--- config.mk ---
export PLATFORM = sky130hd
export DESIGN_NAME = ltsm_rule
export DESIGN_NICKNAME = d
export VERILOG_FILES = /design/src/hw/rtl/lattice_two_species_mc_step_defines.svh /design/src/hw/rtl/ltsm_pkg.sv /design/src/hw/rtl/ltsm_rule.sv
export SDC_FILE = /design/constraint.sdc
export NUM_CORES = 1
export LEC_CHECK = 0
export BUFFER_PORTS_ARGS = -buffer_cell sky130_fd_sc_hd__buf_2
export CAP_MARGIN = 20
export CELL_PAD_IN_SITES_DETAIL_PLACEMENT = 0
export CELL_PAD_IN_SITES_GLOBAL_PLACEMENT = 1
export CORE_UTILIZATION = 28
export DETAILED_ROUTE_END_ITERATION = 6
export GPL_TIMING_DRIVEN = 0
export MAX_ROUTING_LAYER = met4
export PLACE_DENSITY = 0.86
export SYNTH_ARGS = -nofsm -noshare
export SYNTH_HDL_FRONTEND = slang
export SYNTH_SLANG_ARGS = --single-unit
--- constraint.sdc ---
create_clock -name vclk -period 3.69
set_input_delay 0.5535 -clock vclk [all_inputs]
set_output_delay 0.5535 -clock vclk [all_outputs]
set_load 0.005 [all_outputs]
--- src/hw/rtl/lattice_two_species_mc_step_defines.svh ---
// assertion macros for the lattice two-species step block
`ifndef LATTICE_TWO_SPECIES_MC_STEP_DEFINES_SVH
`define LATTICE_TWO_SPECIES_MC_STEP_DEFINES_SVH

// same-cycle implication
`define LTSM_ASSERT_IMPL(label, ante, cons, msg) \
  label: assert property (@(posedge clk) disable iff (!rst_n) (ante) |-> (cons)) \
    else $error(msg);

// next-cycle implication
`define LTSM_ASSERT_NEXT(label, ante, cons, msg) \
  label: assert property (@(posedge clk) disable iff (!rst_n) (ante) |=> (cons)) \
    else $error(msg);

`endif

--- src/hw/rtl/ltsm_pkg.sv ---
// shared types and constants for the lattice two-species step block
package ltsm_pkg;

  localparam int unsigned COORD_W = 7;
  localparam int unsigned ADDR_W  = 2 * COORD_W;
  localparam int unsigned DEPTH   = 1 << ADDR_W;
  localparam int unsigned RAND_W  = 16;
  localparam int unsigned PROB_W  = 17;
  localparam int unsigned KIND_W  = 3;
  localparam int unsigned CFG_IDX_W = 3;

  localparam logic [KIND_W-1:0] K_EMPTY    = 3'd0;
  localparam logic [KIND_W-1:0] K_NUTRIENT = 3'd1;
  localparam logic [KIND_W-1:0] K_SOIL     = 3'd2;
  localparam logic [KIND_W-1:0] K_GREEN    = 3'd3;
  localparam logic [KIND_W-1:0] K_BLUE     = 3'd4;

  localparam logic [2:0] OC_NONE     = 3'd0;
  localparam logic [2:0] OC_FILL     = 3'd1;
  localparam logic [2:0] OC_DEATH    = 3'd2;
  localparam logic [2:0] OC_MOVE     = 3'd3;
  localparam logic [2:0] OC_REPRO    = 3'd4;
  localparam logic [2:0] OC_NUTRIENT = 3'd5;
  localparam logic [2:0] OC_KEPT     = 3'd6;

  localparam logic [1:0] CMD_UPDATE = 2'd0;
  localparam logic [1:0] CMD_WRITE  = 2'd1;
  localparam logic [1:0] CMD_READ   = 2'd2;
  localparam logic [1:0] CMD_NONE   = 2'd3;

  localparam logic [CFG_IDX_W-1:0] REG_SOIL_FILL  = 3'd0;
  localparam logic [CFG_IDX_W-1:0] REG_DEATH      = 3'd1;
  localparam logic [CFG_IDX_W-1:0] REG_GREEN_REPRO = 3'd2;
  localparam logic [CFG_IDX_W-1:0] REG_BLUE_REPRO = 3'd3;
  localparam logic [CFG_IDX_W-1:0] REG_GREEN_NUTR = 3'd4;
  localparam logic [CFG_IDX_W-1:0] REG_BLUE_NUTR  = 3'd5;

  typedef struct packed {
    logic [1:0]         cmd;
    logic [COORD_W-1:0] row;
    logic [COORD_W-1:0] col;
    logic               axis;
    logic               direction;
    logic [RAND_W-1:0]  rand_first;
    logic [RAND_W-1:0]  rand_second;
    logic [KIND_W-1:0]  write_value;
  } in_t;

  typedef struct packed {
    logic [2:0]        outcome;
    logic [KIND_W-1:0] read_value;
  } out_t;

  typedef struct packed {
    logic [PROB_W-1:0] soil_fill;
    logic [PROB_W-1:0] death;
    logic [PROB_W-1:0] green_repro;
    logic [PROB_W-1:0] blue_repro;
    logic [PROB_W-1:0] green_nutrient;
    logic [PROB_W-1:0] blue_nutrient;
  } prob_t;

  typedef struct packed {
    logic [2:0]        outcome;
    logic [KIND_W-1:0] read_value;
    logic              site_we;
    logic [KIND_W-1:0] site_val;
    logic              nb_we;
    logic [KIND_W-1:0] nb_val;
  } rule_t;

  typedef enum logic [1:0] {
    ST_IDLE = 2'd0,
    ST_EXEC = 2'd1,
    ST_WR2  = 2'd2
  } state_t;

  function automatic logic chance(input logic [RAND_W-1:0] r, input logic [PROB_W-1:0] p);
    chance = {1'b0, r} < p;
  endfunction

endpackage

--- src/hw/rtl/ltsm_rule.sv ---
// update rule: decides outcome and cell writes from site and neighbour kinds
module ltsm_rule (
  input  logic [1:0]                    cmd,
  input  logic [ltsm_pkg::KIND_W-1:0]   here,
  input  logic [ltsm_pkg::KIND_W-1:0]   nv,
  input  logic [ltsm_pkg::RAND_W-1:0]   rand_first,
  input  logic [ltsm_pkg::RAND_W-1:0]   rand_second,
  input  logic [ltsm_pkg::KIND_W-1:0]   write_value,
  input  ltsm_pkg::prob_t               probs,
  output ltsm_pkg::rule_t               res
);

  logic                           green;
  logic [ltsm_pkg::PROB_W-1:0]    repro_p;
  logic [ltsm_pkg::PROB_W-1:0]    nutr_p;

  assign green   = (here == ltsm_pkg::K_GREEN);
  assign repro_p = green ? probs.green_repro : probs.blue_repro;
  assign nutr_p  = green ? probs.green_nutrient : probs.blue_nutrient;

  always_comb begin
    res            = '0;
    res.outcome    = ltsm_pkg::OC_NONE;
    res.read_value = here;
    case (cmd)
      ltsm_pkg::CMD_WRITE: begin
        res.site_we  = 1'b1;
        res.site_val = write_value;
      end
      ltsm_pkg::CMD_READ: begin
        res.site_we = 1'b0;
      end
      ltsm_pkg::CMD_UPDATE: begin
        if (here inside {ltsm_pkg::K_EMPTY, ltsm_pkg::K_NUTRIENT}) begin
          if (nv == ltsm_pkg::K_SOIL && ltsm_pkg::chance(rand_first, probs.soil_fill)) begin
            res.site_we  = 1'b1;
            res.site_val = ltsm_pkg::K_SOIL;
            res.outcome  = ltsm_pkg::OC_FILL;
          end
        end else if (here inside {ltsm_pkg::K_GREEN, ltsm_pkg::K_BLUE}) begin
          res.site_we  = 1'b1;
          res.site_val = ltsm_pkg::K_EMPTY;
          if (ltsm_pkg::chance(rand_first, probs.death)) begin
            res.outcome = ltsm_pkg::OC_DEATH;
          end else begin
            res.nb_we   = 1'b1;
            res.nb_val  = here;
            res.outcome = ltsm_pkg::OC_MOVE;
            if (nv == ltsm_pkg::K_NUTRIENT) begin
              if (ltsm_pkg::chance(rand_second, repro_p)) begin
                res.site_val = here;
                res.outcome  = ltsm_pkg::OC_REPRO;
              end
            end else if (nv == ltsm_pkg::K_SOIL) begin
              if (ltsm_pkg::chance(rand_second, nutr_p)) begin
                res.site_val = ltsm_pkg::K_NUTRIENT;
                res.outcome  = ltsm_pkg::OC_NUTRIENT;
              end
            end else if (nv inside {ltsm_pkg::K_GREEN, ltsm_pkg::K_BLUE}) begin
              res.site_val = nv;
              res.outcome  = ltsm_pkg::OC_KEPT;
            end
          end
        end
      end
      default: begin
        res.read_value = ltsm_pkg::K_EMPTY;
      end
    endcase
  end

endmodule

==> impl_metrics.toml <==
[synth]
yosys.area.top_type = "ha_1"
yosys-top-cells-area = "ha_1, mux2i_1, inv_1, a21oi_1, nand2_1"
yosys.area_share.simple_pct = 20.57
synth_cell_types = 47
netlist_instances = 274
yosysTopAreaCellShare_pct = 35.78
ys_seq_area_share_pct = 0
synth_nets = 479
synth.area.mux_share_pct = 14.79
synth_top_family_by_area = "adder cells"
netlist_area_sq_mm = 0.002098
synth-compound-area-share_pct = 21.17
synthAdderAreaFrac_pct = 35.78
avgSynthCellArea_sq_um = 7.658
yosysWarnings = 0
synth_xor_area_share_pct = 0

[worst_setup_path]
cp.arrival_ns = 3.00
required_ns = 3.14
criticalPathCategory = "in2out"
cp_cell_sequence = "buf_2 -> nand3b_4 -> buf_6 -> mux2i_1 -> ha_1 -> a41oi_1 -> o21ai_0 -> a2111oi_1 -> o211a_1 -> a211oi_1 -> o31a_1 -> buf_2"
crit_top_cell = "buf_2"
cpMaxStageDelayCell = "a2111oi_1"
crit_fanout = 10
start_kind = "input pin"
crit_buf_inv = 3
critPathMaxStageDelay_ns = 0.38
worstSetupEndpointType = "primary output"
path_delay_family = "compound AO/OA/AOI/OAI gates"

[placed_design]
post-dp-hpwl_um = 6036
gp_congestion = 0.8006
place_area_sq_mm = 0.003018
port_buffers = 159
dp_cells = 532
place_ws_ns = -0.6423

[clock_tree]
holdBufCountCts = 0

[global_routing]
grt_pass1_vias = 2279
grt_util_met1_pct = 16.80
grt_max_degree = 11
grt_use_met3_pct = 1.026
met2_usage_pct = 32.38
top_usage_layer = "met2"
grt_usage_pct = 15.66
antenna_found_initial = 0
grt_overflow = 0
grt_pass1_wl_um = 9604

[flow_run]
drv_cap = 0

[layout]
stdcell_count = 534
n_clock_buffer = 0
final_nets = 642
nFillCells = 800
final_area_sq_mm = 0.003080
seq_area_sq_um = 0
most-common-layout-cells = "buf_2, ha_1, inv_1"
multi_input_area_sq_mm = 0.001958
seq_cell_count = 0
antenna_cells = 0
drive_above_1_share_pct = 40.00
area_growth_pct = 46.81
layout_commonest_cell = "buf_2"

[sta]
worst_slack_ns = 0.1394
worst_slew_pin_slew_ns = 0.4280
setup_viol = 0
finalCriticalPeriod_ns = 3.551
fin_crit_sh_pct = 96.22
tns_ns = 0
finalHoldViolCount = 0
holdWs_ns = 1.386
slew_violations = 0
fmax_mhz = 281.6
relSlewSlack_pct = 70.73

[floorplan]
core_area_sq_mm = 0.007253
die_h_um = 88.57
ioPinCount = 159
die_w_um = 88.57
initial_utilization_pct = 28.93
row_count = 31
die_area_sq_mm = 0.007844

[worst_hold_path]
min-delay-start = "write_value[2]"
hold_depth = 4
hp-class = "in2out"
hold_path_end = "res[6]"

[pwr]
p_int_mw = 0.1542
leakage_nw = 1.964
switching_power_mw = 0.1416
power_density_mw_per_mm2 = 96.05
p_comb_share_pct = 100.0
seq_power_share_pct = 0
swShare_pct = 47.87
max-vdd-ir-drop_v = 0.00004216
clockPowerShare_pct = 0

[detailed_routing]
wl_um = 6463
drt-vias-per-instance = 4.757
postRouteAntennaNets = 0
detail_route.first_pass.iterations = 4
avgRoutedWirePerCell_um = 12.10
drc = 0
drtIter0Drc = 21
vias = 2540

[outcome]
outcome = "complete, no violations"
==> power by group through the flow <==
stage	logic, mW	registers (mW)	clock network [mW]
after floorplan	0.158	0	0
after global placement	0.283	0	0
after detailed placement	0.292	0	0
after CTS	0.296	0	0
after global routing	0.339	0	0
final	0.296	0	0
==> tightest hold or removal path, delay by kind of cell <==
kind | cells | cell delay (ns)
AOI/OAI and AO/OA | 1 | 0.05
buffers and inverters | 2 | 0.19
and+or+nand+nor | 1 | 0.05
==> cell type report <==
cell class	instances	share of cell area, %
buffer	3	1.219
inverter	38	4.630
multi-input combinational	232	63.57
tap	99	4.021
timing repair buffer	162	26.56
==> timing repair <==
action | in CTS | in global routing
resized for setup | 5 | 7
setup endpoints to repair | 6 | 3
setup buffers | 3 | 0
pin swaps | 0 | 2
==> synthesized netlist by cell type (all sizes together), types with 3 or more instances <==
library cell / number
o21ai: 11
nand3b: 4
or3: 3
buf: 3
ha: 60
a21oi: 25
and3: 5
nand2: 15
nor3: 5
a21o: 5
mux2i: 31
nand3: 5
a2111oi: 3
nor2b: 3
nand2b: 5
and2: 6
nor2: 12
a211oi: 3
inv: 38
==> per-stage QoR <==
step | utilization, % | power (mW)
3_3_place_gp | 41.61 | 0.2826
6_report | 42.47 | 0.2959
4_1_cts | 42.07 | 0.2960
5_1_grt | 42.47 | 0.3393
2_1_floorplan | - | 0.1578
3_5_place_dp | 41.61 | 0.2916
==> cell families after synthesis <==
| kind of cell | after synthesis |
|---|---|
| AO/OA/AOI/OAI | 67 |
| multiplexers | 31 |
| AND/OR/NAND/NOR | 74 |
| buffers and inverters | 42 |
| adder cells (fa/ha/maj) | 60 |
==> metal layers <==
layer / share of wire (%) / vias up
met2: 53 / 93
met5: 0 / -
met4: 0.32 / 0
met1: 42 / 1097
li1: - / 1348
met3: 5.4 / 2
==> how the worst max path moves through the flow <==
stage          depth (start not counted)  endpoint    start  slack, ns
6_report                              12   res[12]  here[2]       0.14
5_1_grt                               12    res[6]  here[2]      -0.02
4_1_cts                               12    res[6]  here[2]       0.07
3_5_place_dp                          13    res[6]  here[2]      -0.64
3_3_place_gp                          13    res[6]  here[2]      -0.59
2_1_floorplan                         11   res[12]  here[2]       0.20
No activity file was read; power rests on OpenSTA's default activity.
