### src/hw/rtl/lattice_two_species_mc_step_defines.svh
// assertion macros for the lattice two-species step block
`ifndef LATTICE_TWO_SPECIES_MC_STEP_DEFINES_SVH
`define LATTICE_TWO_SPECIES_MC_STEP_DEFINES_SVH

// same-cycle implication
`define LTSM_ASSERT_IMPL(label, ante, cons, msg) \
  label: assert property (@(posedge clk) disable iff (!rst_n) (ante) |-> (cons)) \
    else $error(msg);

// next-cycle implication
`define LTSM_ASSERT_NEXT(label, ante, cons, msg) \
  label: assert property (@(posedge clk) disable iff (!rst_n) (ante) |=> (cons)) \
    else $error(msg);

`endif

### src/hw/rtl/ltsm_pkg.sv
// shared types and constants for the lattice two-species step block
package ltsm_pkg;

  localparam int unsigned COORD_W = 7;
  localparam int unsigned ADDR_W  = 2 * COORD_W;
  localparam int unsigned DEPTH   = 1 << ADDR_W;
  localparam int unsigned RAND_W  = 16;
  localparam int unsigned PROB_W  = 17;
  localparam int unsigned KIND_W  = 3;
  localparam int unsigned CFG_IDX_W = 3;

  localparam logic [KIND_W-1:0] K_EMPTY    = 3'd0;
  localparam logic [KIND_W-1:0] K_NUTRIENT = 3'd1;
  localparam logic [KIND_W-1:0] K_SOIL     = 3'd2;
  localparam logic [KIND_W-1:0] K_GREEN    = 3'd3;
  localparam logic [KIND_W-1:0] K_BLUE     = 3'd4;

  localparam logic [2:0] OC_NONE     = 3'd0;
  localparam logic [2:0] OC_FILL     = 3'd1;
  localparam logic [2:0] OC_DEATH    = 3'd2;
  localparam logic [2:0] OC_MOVE     = 3'd3;
  localparam logic [2:0] OC_REPRO    = 3'd4;
  localparam logic [2:0] OC_NUTRIENT = 3'd5;
  localparam logic [2:0] OC_KEPT     = 3'd6;

  localparam logic [1:0] CMD_UPDATE = 2'd0;
  localparam logic [1:0] CMD_WRITE  = 2'd1;
  localparam logic [1:0] CMD_READ   = 2'd2;
  localparam logic [1:0] CMD_NONE   = 2'd3;

  localparam logic [CFG_IDX_W-1:0] REG_SOIL_FILL  = 3'd0;
  localparam logic [CFG_IDX_W-1:0] REG_DEATH      = 3'd1;
  localparam logic [CFG_IDX_W-1:0] REG_GREEN_REPRO = 3'd2;
  localparam logic [CFG_IDX_W-1:0] REG_BLUE_REPRO = 3'd3;
  localparam logic [CFG_IDX_W-1:0] REG_GREEN_NUTR = 3'd4;
  localparam logic [CFG_IDX_W-1:0] REG_BLUE_NUTR  = 3'd5;

  typedef struct packed {
    logic [1:0]         cmd;
    logic [COORD_W-1:0] row;
    logic [COORD_W-1:0] col;
    logic               axis;
    logic               direction;
    logic [RAND_W-1:0]  rand_first;
    logic [RAND_W-1:0]  rand_second;
    logic [KIND_W-1:0]  write_value;
  } in_t;

  typedef struct packed {
    logic [2:0]        outcome;
    logic [KIND_W-1:0] read_value;
  } out_t;

  typedef struct packed {
    logic [PROB_W-1:0] soil_fill;
    logic [PROB_W-1:0] death;
    logic [PROB_W-1:0] green_repro;
    logic [PROB_W-1:0] blue_repro;
    logic [PROB_W-1:0] green_nutrient;
    logic [PROB_W-1:0] blue_nutrient;
  } prob_t;

  typedef struct packed {
    logic [2:0]        outcome;
    logic [KIND_W-1:0] read_value;
    logic              site_we;
    logic [KIND_W-1:0] site_val;
    logic              nb_we;
    logic [KIND_W-1:0] nb_val;
  } rule_t;

  typedef enum logic [1:0] {
    ST_IDLE = 2'd0,
    ST_EXEC = 2'd1,
    ST_WR2  = 2'd2
  } state_t;

  function automatic logic chance(input logic [RAND_W-1:0] r, input logic [PROB_W-1:0] p);
    chance = {1'b0, r} < p;
  endfunction

endpackage

### src/hw/rtl/ltsm_cfg.sv
// probability configuration registers
module ltsm_cfg (
  input  logic                             clk,
  input  logic                             rst_n,
  input  logic                             wr_en,
  input  logic [ltsm_pkg::CFG_IDX_W-1:0]   wr_index,
  input  logic [ltsm_pkg::PROB_W-1:0]      wr_data,
  output ltsm_pkg::prob_t                  probs
);

  ltsm_pkg::prob_t probs_r;
  ltsm_pkg::prob_t probs_nxt;

  always_comb begin
    probs_nxt = probs_r;
    if (wr_en) begin
      case (wr_index)
        ltsm_pkg::REG_SOIL_FILL:   probs_nxt.soil_fill      = wr_data;
        ltsm_pkg::REG_DEATH:       probs_nxt.death          = wr_data;
        ltsm_pkg::REG_GREEN_REPRO: probs_nxt.green_repro    = wr_data;
        ltsm_pkg::REG_BLUE_REPRO:  probs_nxt.blue_repro     = wr_data;
        ltsm_pkg::REG_GREEN_NUTR:  probs_nxt.green_nutrient = wr_data;
        ltsm_pkg::REG_BLUE_NUTR:   probs_nxt.blue_nutrient  = wr_data;
        default:                   probs_nxt = probs_r;
      endcase
    end
  end

  always_ff @(posedge clk) begin
    if (!rst_n) begin
      probs_r.soil_fill      <= 17'd65536;
      probs_r.death          <= 17'd6554;
      probs_r.green_repro    <= 17'd16384;
      probs_r.blue_repro     <= 17'd32768;
      probs_r.green_nutrient <= 17'd65536;
      probs_r.blue_nutrient  <= 17'd0;
    end else begin
      probs_r <= probs_nxt;
    end
  end

  assign probs = probs_r;

endmodule

### config.mk
export PLATFORM = sky130hd
export DESIGN_NAME = ltsm_cfg
export DESIGN_NICKNAME = d
export VERILOG_FILES = /design/src/hw/rtl/lattice_two_species_mc_step_defines.svh /design/src/hw/rtl/ltsm_pkg.sv /design/src/hw/rtl/ltsm_cfg.sv
export SDC_FILE = /design/constraint.sdc
export NUM_CORES = 1
export LEC_CHECK = 0
export ABC_AREA = 1
export BUFFER_PORTS_ARGS = -buffer_cell sky130_fd_sc_hd__buf_2
export CORE_AREA = 3 3 93 95
export CTS_CLUSTER_DIAMETER = 30
export DETAILED_ROUTE_END_ITERATION = 6
export DIE_AREA = 0 0 96 98
export PLACE_DENSITY = 0.78
export REMOVE_ABC_BUFFERS = 1
export SETUP_SLACK_MARGIN = 0.5
export SKIP_CTS_REPAIR_TIMING = 1
export SYNTH_ARGS = -nofsm -noshare
export SYNTH_HDL_FRONTEND = slang
export SYNTH_SLANG_ARGS = --single-unit
### constraint.sdc
create_clock -name clk -period 1.1 [get_ports clk]
set_input_delay 0.11 -clock clk [delete_from_list [all_inputs] [get_ports clk]]
set_output_delay 0.11 -clock clk [all_outputs]
set_load 0.05 [all_outputs]
==> metrics.csv, run 1 <==
stage,metric,value,unit
run_status,status,finished with violations,
floorplan,coreArea,0.00781,mm²
floorplan,io_pins,125,
floorplan,die-area,0.00941,mm²
drt,viasPerCell,6.20,
timing,setup_viol,0,
timing,tns,0,ns
drt,drtAntennaViolNets,0,
drt,dr.first_iter.drc_count,580,
drt,drc,1,
final_layout,drive_above_1_share,55.5,%
placed_design,port_buffers,124,
pwr,p_per_area,1160,mW/mm²
critical_path,crit_type,reg2out,
final_layout,fillerInstances,214,
cts,numCtsBuffers,9,
grt,overflow,0,
placed_design,gp_congestion,0.863,
synth,synth_cell_types,11,
hold_path,min_path_type,in2reg,
cts,insertion_delay,0.37,ns
final_layout,antennaDiodeCount,0,
timing,worst_pin_slew,0.500,ns
critical_path,worstPathRequired,0.99,ns
cts,cts.path.max_buffers,2,
pwr,ir_worst_vdd,837,µV
timing,rsz0062_at_grt,true,
critical_path,endpoint_kind,primary output,
drt,vias,5150,
cts,path_clk_slew,0.10,ns
final_layout,area_growth,83.3,%
critical_path,slowest_stage,dfxtp_4,
synth,synth.avg_cell_area,6.99,µm²
timing,finalCritPeriodShare,95.5,%
cts,cts_sinks,102,
synth,ys_ff_latch,102,
cts,clock-root-buffer,clkbuf_8,
drt,wl,20500,µm
critical_path,critical_path_arrival,0.94,ns
grt,antenna_found_initial,0,
drt,wire_per_inst,24.6,µm
critical_path,path_cells,buf_8,
timing,finalMaxSlewViolations,0,
final_layout,final_cell_area,0.00736,mm²
synth,postSynthCellCount,574,
floorplan,die-width,96,µm
final_layout,multi_input_area,0.00222,mm²
timing,whs,-0.0328,ns
grt,grt_pass1_wl,18200,µm
grt,track_usage,24.8,%
timing,fmax,0.952,GHz
synth,netlist_area,0.00401,mm²
run_status,violations,"DRC, hold timing",
floorplan,start_util,51.4,%
synth,ys_warn_count,0,
critical_path,slowest_delay,0.41,ns
drt,drt-pass1-iter-count,7,
timing,finalHoldViolations,6,
final_layout,final_nets,746,
placed_design,dp_hpwl,7970,µm
placed_design,placed_area,0.00489,mm²
timing,relSlewSlack,66.6,%
cts,htree_levels,3,
critical_path,critPathMaxFanout,2,
final_layout,largest_register_ffs,102,
job,drv_cap,0,
critical_path,start_kind,flip-flop,
critical_path,critPathBufInv,1,
synth,yosysSeqAreaShare,50.9,%
floorplan,die_height,98,µm
timing,finClkSkew,0,ns
critical_path,crit_family,flip-flops,
pwr,p_leak,3.14,nW
grt,grt_pass1_vias,3677,
cts,cts_tree,yes,
floorplan,std_cell_rows,32,
grt,grt_max_degree,59,
timing,fin_crit,1.05,ns
final_layout,regArea,0.00218,mm²
layout make-up:
cell class              count  area share [%]
inverters                  23            1.73
multi-input cells         416            30.2
repair buffers            171            33.9
well taps                 102            1.73
clock inverters             5           0.799
flip-flops and latches    102            29.7
clock buffers              11            1.92
per-layer routing:
| layer | share of wire (%) | global-route usage [%] | routed length, µm |
|---|---|---|---|
| met1 | 33 | 34.6 | 6760 |
| met2 | 46 | 37.7 | 9480 |
| met3 | 13 | 5.70 | 2650 |
| met4 | 7.7 | 8.53 | 1570 |
| met5 | 0 | 0 | 0 |
path summary, 6_finish.rpt:
check,startpoint,end,slack [ns],depth (start not counted)
min,wr_data[4],probs[72],-0.03,3
max,probs[45],probs[45],0.05,1
max reg2reg,probs[45],probs[45],0.35,2
min reg2reg,probs[101],probs[101],0.48,2
worst register-to-register path, cell delays in order, from the launching register on:
cell and delay [ns]:
dfxtp_4 0.39, nor2_2 0.19, nor2_1 0.07
power breakdown:
group,switching [mW],total (mW),internal [mW]
Combinational,1.30,2.10,0.808
Clock,1.35,2.47,1.12
Sequential,0.147,3.99,3.84
Total,2.80,8.56,5.76
cell usage after synthesis:
library cell  instances  area share (%)
nor2_2                8             1.2
o21ai_0               2            0.25
buf_2                13             1.6
clkbuf_1              4            0.37
nand2_1             120              11
buf_4                 9             1.7
nor2_1              184              17
inv_1                23             2.2
nand3_1             102              13
dfxtp_1             102              51
buf_1                 7            0.65
placed cells by master (no fill, tap or decap), types with 2 or more instances in the layout:
cell type | Yosys | layout
nand2_8 | 0 | 4
buf_8 | 0 | 85
clkinvlp_4 | 0 | 3
nand2_1 | 120 | 108
buf_6 | 0 | 31
nor2_1 | 184 | 136
nand2_4 | 0 | 2
nand2_2 | 0 | 6
nor2_2 | 8 | 43
clkinv_8 | 0 | 2
buf_2 | 13 | 18
clkinv_4 | 0 | 2
nand3_4 | 0 | 3
o21ai_2 | 0 | 2
clkbuf_8 | 0 | 10
buf_12 | 0 | 19
inv_1 | 23 | 17
clkbuf_16 | 0 | 14
dfxtp_4 | 0 | 5
nand3_1 | 102 | 62
buf_4 | 9 | 3
dfxtp_2 | 0 | 97
nor2_4 | 0 | 13
nand3_2 | 0 | 37
cell families after synthesis:
logic type             after synthesis  synth area share, %
AND/OR/NAND/NOR                    414                 42.4
flip-flops                         102                 50.9
buffers and inverters               56                 6.48
AO/OA/AOI/OAI                        2                0.249
through the flow:
step / power, mW / utilization (%) / instances / setup WS, ns
after floorplan: 4.82 / - / 541 / -1.62
after global placement: 5.26 / 62.6 / 784 / 0.0275
after detailed placement: 5.29 / 62.6 / 784 / -0.0259
after CTS: 7.62 / 65.2 / 800 / -0.0250
after global routing: 8.74 / 94.2 / 830 / 0.0454
final: 8.56 / 94.2 / 830 / 0.0492
No activity file was read; power rests on OpenSTA's default activity.
==> inputs of run 2 (changes only) <==
==> constraint.sdc (replaced) <==
create_clock -name clk -period 1.1 [get_ports clk]
set_input_delay 0.055 -clock clk [delete_from_list [all_inputs] [get_ports clk]]
set_output_delay 0.055 -clock clk [all_outputs]
set_load 0.05 [all_outputs]
==> run 2 against run 1 <==
Largest cell class unchanged. The run ends with hold timing left. Routed wire length down 24%. Sequential power hardly changed. Cell area fell by 7.5%. Global-route usage shrank 0.42 points. Maximum frequency rose by 7.4%.
==> metrics.csv, run 2 (same netlist as run 1, synthesis figures left out) <==
stage,metric,value,unit
grt,antenna_found_initial,0,
critical_path,rr_startpoint,probs[84],
hold_path,min_path_type,in2reg,
grt,grt_max_degree,59,
critical_path,worstPathRequired,1.04,ns
critical_path,path_cells,buf_6,
run_status,status,finished with violations,
final_layout,antennaDiodeCount,0,
timing,worst_pin_slew,0.422,ns
timing,tns,0,ns
drt,wl,15600,µm
critical_path,endpoint_kind,primary output,
timing,whs,-0.0683,ns
final_layout,area_growth,69.5,%
timing,fmax,1.02,GHz
placed_design,dp_hpwl,7960,µm
cts,htree_levels,3,
timing,relSlewSlack,71.9,%
floorplan,start_util,51.4,%
cts,cts_sinks,102,
cts,cts_tree,yes,
drt,wire_per_inst,18.9,µm
placed_design,placed_area,0.00488,mm²
pwr,p_per_area,1230,mW/mm²
floorplan,std_cell_rows,32,
grt,grt_pass1_vias,3613,
critical_path,cp-startpoint,probs[93],
drt,drtAntennaViolNets,0,
critical_path,critPathBufInv,1,
critical_path,critPathMaxFanout,2,
timing,finalHoldViolations,3,
timing,setup_viol,0,
critical_path,start_kind,flip-flop,
final_layout,largest_register_ffs,102,
drt,dr.first_iter.drc_count,362,
final_layout,final_nets,741,
pwr,p_leak,3.02,nW
pwr,ir_worst_vdd,852,µV
floorplan,io_pins,125,
critical_path,crit_type,reg2out,
cts,clock-root-buffer,clkbuf_8,
final_layout,drive_above_1_share,47.2,%
critical_path,crit_family,flip-flops,
drt,viasPerCell,5.61,
placed_design,port_buffers,124,
critical_path,slowest_delay,0.38,ns
placed_design,gp_congestion,0.883,
cts,insertion_delay,0.38,ns
floorplan,die_height,98,µm
grt,track_usage,24.4,%
cts,cts.path.max_buffers,2,
critical_path,critical_path_arrival,0.92,ns
cts,path_clk_slew,0.10,ns
final_layout,final_cell_mix,"nor2_1 (142), nand2_1 (113), dfxtp_2 (101)",
hold_path,min_from,wr_data[15],
grt,grt_pass1_wl,17600,µm
timing,fin_crit,0.978,ns
floorplan,die-area,0.00941,mm²
final_layout,final_common_cell,nor2_1,
timing,rsz0062_at_grt,true,
pwr,power,8.40,mW
floorplan,coreArea,0.00781,mm²
drt,drt-pass1-iter-count,5,
final_layout,fillerInstances,381,
floorplan,die-width,96,µm
timing,finClkSkew,0,ns
cts,numCtsBuffers,9,
critical_path,slowest_stage,dfxtp_2,
drt,drc,0,
final_layout,final_cell_area,0.00681,mm²
grt,overflow,0,
drt,vias,4625,
timing,finalCritPeriodShare,88.9,%
timing,finalMaxSlewViolations,0,
run_status,violations,hold timing,
job,drv_cap,0,
-- run 2: cell count changes in the layout (fill, tap and decap cells not counted), moves of 6 or more --
| cell | before | now |
|---|---|---|
| buf_12 | 19 | 13 |
| buf_6 | 31 | 24 |
| dlygate4sd3_1 | 0 | 8 |
| nand3_1 | 62 | 100 |
| nand3_2 | 37 | 2 |
| nor2_1 | 136 | 142 |
-- run 2: metrics by stage --
step	hold WS (ns)	util (%)	instances	setup WS (ns)
2_1_floorplan	0.140	-	541	-1.57
3_3_place_gp	0.270	62.5	784	0.0831
3_5_place_dp	0.273	62.5	784	0.0149
4_1_cts	-0.117	65.2	800	0.0186
5_1_grt	-0.0525	87.2	825	0.104
6_report	-0.0683	87.2	825	0.122
-- run 2: report_power, final --
part | internal [mW] | switching (mW) | total, mW
clock network | 1.28 | 1.31 | 2.59
registers | 3.85 | 0.136 | 3.98
logic | 0.718 | 1.11 | 1.83
-- run 2: worst paths after layout --
path | endpoint | slack (ns) | cells past startpoint
hold reg to reg | probs[21] | 0.48 | 2
setup / recovery | probs[93] | 0.12 | 1
hold / removal | probs[49] | -0.07 | 3
setup reg to reg | probs[84] | 0.42 | 3
-- run 2: final cells by class --
cell class / count / area, µm² / area share, %
flip-flops and latches: 102 / 2170 / 31.9
repair inverters: 1 / 7.51 / 0.110
repair buffers: 165 / 2270 / 33.4
inverters: 23 / 97.6 / 1.43
clock buffers: 10 / 128 / 1.88
multi-input cells: 416 / 1910 / 28.1
well taps: 102 / 128 / 1.88
clock inverters: 6 / 86.3 / 1.27
-- run 2: metal layers --
layer | share of wire, % | GRT usage, % | vias up
met2 | 49 | 37.6 | 329
met4 | 4.5 | 10.6 | 0
met3 | 11 | 5.78 | 68
li1 | - | - | 2082
met1 | 35 | 32.4 | 2146
met5 | 0 | 0 | -
==> inputs of run 3 (changes only) <==
- SETUP_SLACK_MARGIN: 0.5 -> 0.3
==> run 3 against run 2 <==
The run now ends clean. Hold slack better by 0.18 ns. Setup slack better by 0.019 ns. Clock skew unchanged. Sequential share of layout area up 2.6 points. Total power down 3.1%. Die area unchanged. Global-route usage unchanged. First-iteration DRC count down 23%. Clock power about the same. Register-to-register slack worse by 0.02 ns.
==> metrics.csv, run 3 (same netlist as run 1, synthesis figures left out) <==
stage,metric,value,unit
hold_path,min_from,wr_index[2],
timing,finalHoldViolations,0,
timing,rsz0062_at_grt,true,
cts,insertion_delay,0.36,ns
floorplan,std_cell_rows,32,
final_layout,fillerInstances,509,
timing,finClkSkew,0,ns
critical_path,worstPathRequired,1.04,ns
timing,finalMaxSlewViolations,0,
timing,relSlewSlack,68.0,%
floorplan,die-area,0.00941,mm²
final_layout,final_common_cell,nor2_1,
critical_path,endpoint_kind,primary output,
floorplan,io_pins,125,
pwr,p_per_area,1290,mW/mm²
drt,drt-pass1-iter-count,5,
placed_design,placed_area,0.00488,mm²
drt,wl,13400,µm
critical_path,slowest_delay,0.37,ns
pwr,ir_worst_vdd,846,µV
drt,drtAntennaViolNets,0,
hold_path,min_path_type,in2reg,
placed_design,gp_congestion,0.883,
critical_path,critPathMaxFanout,2,
drt,dr.first_iter.drc_count,280,
final_layout,final_cell_mix,"nor2_1 (182), nand2_1 (120), nand3_1 (102), dfxtp_2 (102), buf_8 (86)",
timing,worst_pin_slew,0.479,ns
run_status,status,"complete, no violations",
critical_path,crit_family,flip-flops,
drt,vias,4316,
final_layout,drive_above_1_share,38.0,%
pwr,p_seq_share,48.8,%
pwr,comb_power_share,19.8,%
floorplan,die-width,96,µm
pwr,p_leak,2.82,nW
final_layout,final_nets,728,
cts,htree_levels,3,
final_layout,antennaDiodeCount,0,
critical_path,rr_startpoint,probs[39],
cts,clock-root-buffer,clkbuf_8,
floorplan,coreArea,0.00781,mm²
final_layout,final_cell_area,0.00629,mm²
final_layout,largest_register_ffs,102,
pwr,p_sw,2.42,mW
critical_path,slowest_stage,dfxtp_2,
cts,numCtsBuffers,9,
grt,track_usage,24.4,%
timing,fmax,1.04,GHz
placed_design,dp_hpwl,7960,µm
grt,grt_max_degree,59,
timing,whs,0.110,ns
pwr,p_clk_share,31.5,%
timing,fin_crit,0.960,ns
critical_path,crit_type,reg2out,
floorplan,start_util,51.4,%
grt,overflow,0,
cts,cts_sinks,102,
pwr,p_int,5.73,mW
drt,wire_per_inst,16.5,µm
placed_design,port_buffers,124,
cts,cts.path.max_buffers,2,
pwr,switching_share,29.7,%
timing,tns,0,ns
cts,cts_tree,yes,
timing,finalCritPeriodShare,87.2,%
timing,setup_viol,0,
critical_path,critPathBufInv,1,
critical_path,critical_path_arrival,0.90,ns
floorplan,die_height,98,µm
critical_path,path_cells,buf_6,
critical_path,cp-startpoint,probs[28],
cts,path_clk_slew,0.09,ns
drt,drc,0,
final_layout,multi_input_area,0.00172,mm²
final_layout,area_growth,56.8,%
job,drv_cap,0,
final_layout,regArea,0.00217,mm²
grt,grt_pass1_wl,17600,µm
grt,grt_pass1_vias,3613,
critical_path,start_kind,flip-flop,
grt,antenna_found_initial,0,
drt,viasPerCell,5.32,
[run 3: changes by cell type in the layout (fill, tap and decap cells not counted), moves of 3 or more]
cell / previous run / this run
nand2_2: 3 / 0
nor2_4: 8 / 1
nor2_2: 42 / 9
nand2_4: 4 / 0
buf_6: 24 / 16
clkbuf_16: 9 / 0
inv_1: 18 / 23
nand2_1: 113 / 120
nor2_1: 142 / 182
buf_2: 19 / 22
[run 3: through the flow]
stage          util [%]  total power, mW  setup slack (ns)  std cells
2_1_floorplan         -             4.82             -1.57        541
3_3_place_gp       62.5             5.26            0.0831        784
3_5_place_dp       62.5             5.29            0.0149        784
4_1_cts            65.2             7.79            0.0186        800
5_1_grt            80.6             8.42             0.118        812
6_report           80.6             8.14             0.140        812
[run 3: layer usage]
metal,vias up,GRT usage (%),wire [µm]
met2,203,37.6,6670
met4,0,10.6,510
met3,37,5.78,1170
met1,2033,32.4,5080
li1,2043,-,-
met5,-,0,0
[run 3: path summary, 6_finish.rpt]
kind	to	slack, ns	cells past startpoint
setup / recovery	probs[28]	0.14	1
hold / removal	probs[83]	0.11	5
setup reg to reg	probs[39]	0.40	3
hold reg to reg	probs[65]	0.49	2
[run 3: final cells by class]
| cell class | instances | share of cell area (%) |
|---|---|---|
| Inverter | 23 | 1.37 |
| Multi-Input combinational cell | 416 | 27.4 |
| Timing Repair Buffer | 153 | 31.4 |
| Tap cell | 102 | 2.03 |
| Clock buffer | 10 | 2.03 |
| Sequential cell | 102 | 34.5 |
| Clock inverter | 6 | 1.37 |
[run 3: power groups by stage]
stage	registers (mW)	logic (mW)	clock network [mW]
6_report	3.97	1.61	2.56
5_1_grt	3.98	1.71	2.72
3_5_place_dp	3.97	1.31	0
3_3_place_gp	3.97	1.29	0
4_1_cts	3.89	1.31	2.58
2_1_floorplan	4.42	0.399	0
